**src/glu_pkg.sv**
```systemverilog
// Package with types, constants and arithmetic helpers of the GRU cell update unit.
`timescale 1ns / 1ps
`default_nettype none
package glu_pkg;
	localparam int WordBits = 24;
	localparam int FracBits = 16;
	localparam int AttBits = FracBits + 1;
	localparam int Latency = 6;
	// Width of a rounded product of two words, kept unsaturated.
	localparam int ProdBits = 2 * WordBits - FracBits + 2;

	typedef logic signed [WordBits-1:0] word_t;

	typedef enum logic [2:0] {
		REG_TEST_MODE = 3'd0,
		REG_AUGRU = 3'd1,
		REG_TRAINING = 3'd2,
		REG_SCALE_U = 3'd3,
		REG_SCALE_R = 3'd4,
		REG_SCALE_C = 3'd5
	} reg_idx_t;

	typedef struct packed {
		word_t x_gate_update;
		word_t h_gate_update;
		word_t x_gate_reset;
		word_t h_gate_reset;
		word_t x_gate_cand;
		word_t h_gate_cand;
		word_t bias_update;
		word_t bias_reset;
		word_t bias_cand_x;
		word_t bias_cand_h;
		word_t prev_state;
		logic [AttBits-1:0] attention;
	} in_item_t;

	typedef struct packed {
		word_t new_state;
		word_t gate_update;
		word_t gate_reset;
		word_t gate_cand;
		word_t recurrent_cand;
		logic ws_valid;
	} out_item_t;

	typedef struct packed {
		logic test_mode;
		logic augru;
		logic training;
		word_t scale_update;
		word_t scale_reset;
		word_t scale_cand;
	} cfg_t;

	localparam logic signed [WordBits+1:0] WMax = (26'sd1 <<< (WordBits-1)) - 26'sd1;
	localparam logic signed [WordBits+1:0] WMin = -(26'sd1 <<< (WordBits-1));

	// Clamp a wide sum to the word range.
	function automatic word_t sat_w(input logic signed [63:0] v);
		if (v > 64'(WMax)) return word_t'(WMax);
		else if (v < 64'(WMin)) return word_t'(WMin);
		else return word_t'(v);
	endfunction

	// Round a raw product half up, dropping the fraction bits.
	function automatic logic signed [63:0] rnd(input logic signed [63:0] p);
		return (p + (64'sd1 <<< (FracBits-1))) >>> FracBits;
	endfunction

	// Piecewise linear sigmoid on a word-range value of up to 26 bits.
	function automatic word_t sigm(input logic signed [WordBits+1:0] x);
		logic signed [WordBits+1:0] a;
		logic signed [WordBits+1:0] y;
		logic signed [WordBits+1:0] one;
		one = 26'sd1 <<< FracBits;
		a = x[WordBits+1] ? -x : x;
		if (a >= 26'sd5 * one) y = one;
		else if (a >= ((26'sd19 * one) >>> 3)) y = (a >>> 5) + ((26'sd27 * one) >>> 5);
		else if (a >= one) y = (a >>> 3) + ((26'sd5 * one) >>> 3);
		else y = (a >>> 2) + (one >>> 1);
		if (x[WordBits+1]) y = one - y;
		return word_t'(y);
	endfunction
endpackage
`default_nettype wire

```
**src/glu_mulrnd.sv**
```systemverilog
// Registered signed multiply with half-up rounding.
`timescale 1ns / 1ps
`default_nettype none
module glu_mulrnd import glu_pkg::*; (
	input wire logic clk,
	input wire logic signed [WordBits+1:0] a,
	input wire logic signed [WordBits+1:0] b,
	output logic signed [ProdBits-1:0] p_rnd
);
	logic signed [2*WordBits+3:0] prod;
	logic signed [63:0] r;
	// One multiplier, then the rounded product is registered, truncated to ProdBits.
	assign prod = a * b;
	assign r = rnd(64'(prod));
	always_ff @(posedge clk) begin
		p_rnd <= ProdBits'(r);
	end
endmodule
`default_nettype wire

```
**config.mk**
```make
export PLATFORM = sky130hd
export DESIGN_NAME = glu_mulrnd
export DESIGN_NICKNAME = d
export VERILOG_FILES = /design/src/glu_pkg.sv /design/src/glu_mulrnd.sv
export SDC_FILE = /design/constraint.sdc
export NUM_CORES = 2
export LEC_CHECK = 0
export BUFFER_PORTS_ARGS = -buffer_cell sky130_fd_sc_hd__buf_2
export CAP_MARGIN = 0
export CORE_MARGIN = 2
export CORE_UTILIZATION = 60
export CTS_CLUSTER_DIAMETER = 80
export DETAILED_ROUTE_END_ITERATION = 16
export PLACE_DENSITY = 0.85
export SLEW_MARGIN = 5
export SYNTH_ARGS = -nofsm -noshare
export SYNTH_HDL_FRONTEND = slang
export SYNTH_SLANG_ARGS = --single-unit
```
**constraint.sdc**
```tcl
create_clock -name clk -period 12.8 [get_ports clk]
set_input_delay 0.64 -clock clk [delete_from_list [all_inputs] [get_ports clk]]
set_output_delay 0.64 -clock clk [all_outputs]
set_load 0.05 [all_outputs]
```
==> flow_summary_export.csv <==
group,metric,value,unit
setup_path,worst-path-max-fanout,26,
logic_synthesis,synthSimpleGateAreaFrac,15.0,%
timing,rsz0062_at_grt,"no",
die,core_area,0.0398,mm²
drt,final_antenna_net_count,0,
timing,setup_tns,0,ps
setup_path,critPathCaptureType,"flop",
logic_synthesis,synth-edff-count,0,
placement,gp_congestion,0.953,
cells_and_area,nFillCells,3182,
grt,gr-usage-all-layers,31.6,%
drt,wl_per_cell,19.2,µm
logic_synthesis,synth_top_family_by_area,"adder cells",
cts,numClockSinks,34,
drt,routed_wl,60.0,mm
cells_and_area,final_util,62.9,%
logic_synthesis,synth_top_area_cell,"fa_1",
timing,min_period_over_period,62.1,%
grt,antenna_found_initial,4,
cells_and_area,regMostFlops,"p_rnd",
drt,drt_iter0_markers,1253,
cts,h-tree-depth,2,
timing,fin_hold_ws,1340,ps
timing,slew_violations,0,
timing,slew_headroom,37.1,%
logic_synthesis,synthDistinctLibCells,52,
logic_synthesis,syn_area_per_cell,9.25,µm²
cts,ctsHoldBuffers,0,
cells_and_area,seq_area,681,µm²
timing,worst_pin_slew,940,ps
timing,max_freq,126,MHz
die,start_util,60.9,%
cts,clk_pin_slew,60,ps
drt,drc,0,
cts,clk_path_buf_depth,2,
die,die-area,0.0420,mm²
placement,place.port_buffers,86,
logic_synthesis,synth_ff_type,"dfxtp_1",
min_path,hold_class,"in -> reg",
flow_run,max-cap-violations,0,
logic_synthesis,yosysTopAreaCellShare,57.2,%
cells_and_area,nets,3481,
timing,setup_violations,0,
setup_path,path_class,"in -> reg",
cts,cts_tree,"done",
cells_and_area,syn_to_final_growth,3.33,%
cells_and_area,multi_input_area,0.0204,mm²
grt,grt_pass1_wl,102,mm
logic_synthesis,synthMuxAreaShare,0,%
drt,vias,17200,
drt,via_per_inst,5.49,
logic_synthesis,synth_compound_area_share,2.88,%
setup_path,crit_arrival,8170,ps
logic_synthesis,synth-seq-cells,34,
grt,grt_pass1_vias,20200,
die,die_width,205,µm
cts,ctsRootBufferMaster,"clkbuf_16",
logic_synthesis,ys_warn_count,0,
logic_synthesis,synthArstFlopShare,0,%
timing,hold_viol_final,0,
setup_path,required,13020,ps
die,chipHeight,205,µm
cells_and_area,largest_reg_flops,34,
logic_synthesis,syn-cell-area,0.0242,mm²
die,placementRows,73,
logic_synthesis,synthTopCellsByArea,"fa_1 (57%), inv_1 (11%), and2_1 (7.1%)",
drt,first_pass_iters,6,
cts,post_cts_resized,0,
setup_path,start_kind,"input pin",
logic_synthesis,synth_commonest_cells,"inv_1 (735), fa_1 (692), nand2_1 (385)",
die,io_pins,87,
cells_and_area,biggestRegsByFlops,"p_rnd (34)",
timing,period_needed,7950,ps
grt,grt_overflow,0,
cells_and_area,drive_gt1_share,4.12,%
logic_synthesis,synth_xor_area_share,1.84,%
logic_synthesis,yosys.area_share.adder,64.2,%
logic_synthesis,yosys.cell_count.top_type,"inv_1",
grt,grt_max_degree,28,
run_status,status,"complete, no violations",
logic_synthesis,syn_nets,3501,
cts,cts_buffers,5,
logic_synthesis,yosysSeqAreaShare,2.81,%
logic_synthesis,netlist_instances,2619,
placement,dp_hpwl,49.3,mm
cts,post_cts_buffers,0,
-- worst paths after layout --
path / slack (ps) / from / to / cells after the start
setup / recovery: 4850 / b[12] / p_rnd[32]$_DFF_P_ / 23
hold / removal: 1340 / a[25] / p_rnd[33]$_DFF_P_ / 6
-- cells in the final DEF (no fill, tap or decap), drive strengths merged, types with 6 or more instances in the layout --
cell and n:
ha 137, fa 692, and2 276, dfxtp 34, inv 735, xor2 16
nand3 15, o21ai 14, nand2 385, nor2 35, and3 6, a21o 15
buf 86, xnor2 35, nand2b 12, clkbuf 7, a211oi 6, nor2b 7
a21oi 39
-- worst max-delay path: stages --
cell and delay [ps]:
buf_2 570, nand2_1 160, fa_1 520, fa_1 560, inv_1 60, fa_1 510, inv_1 60, fa_1 540
inv_1 50, fa_1 460, fa_1 490, inv_1 50, fa_1 470, inv_1 50, ha_1 400, nand3_1 100
or2_1 250, a211oi_1 750, o21ai_2 310, a211oi_4 400, o21bai_1 180, a311oi_1 310, xor2_1 230
-- layer usage --
| metal | vias to the layer above | GRT usage, % | share of wire, % |
|---|---|---|---|
| met4 | 6 | 13.2 | 4.3 |
| met1 | 8795 | 39.0 | 36 |
| li1 | 7305 | - | - |
| met3 | 182 | 5.79 | 8.9 |
| met5 | - | 0 | 0.052 |
| met2 | 871 | 54.7 | 51 |
-- stage by stage --
| stage | instance area, µm² | cells | setup WS, ps |
|---|---|---|---|
| final | 25000 | 3128 | 4850 |
| after global routing | 25000 | 3126 | 4630 |
| after CTS | 25000 | 3125 | 5000 |
| after detailed placement | 24900 | 3117 | 4700 |
| after global placement | 24900 | 3117 | 4880 |
| after floorplan | 24200 | 2619 | 5870 |
-- final cells by class --
| class | instances | area share, % |
|---|---|---|
| clock inverter | 1 | 0.0200 |
| inverter | 736 | 11.0 |
| timing repair buffer | 86 | 1.72 |
| sequential | 34 | 2.72 |
| antenna | 3 | 0.0300 |
| clock buffer | 7 | 0.570 |
| tap | 525 | 2.62 |
| multi-input combinational | 1736 | 81.3 |
-- cell families after synthesis --
logic type	Yosys count
and+or+nand+nor	753
xor gates and xnor gates	51
AOI/OAI and AO/OA	103
adders and majority gates	829
buffers and inverters	849
DFF	34
Power is not shown: default switching activity piles up to over one toggle a cycle in this logic, so the estimate is an artifact.
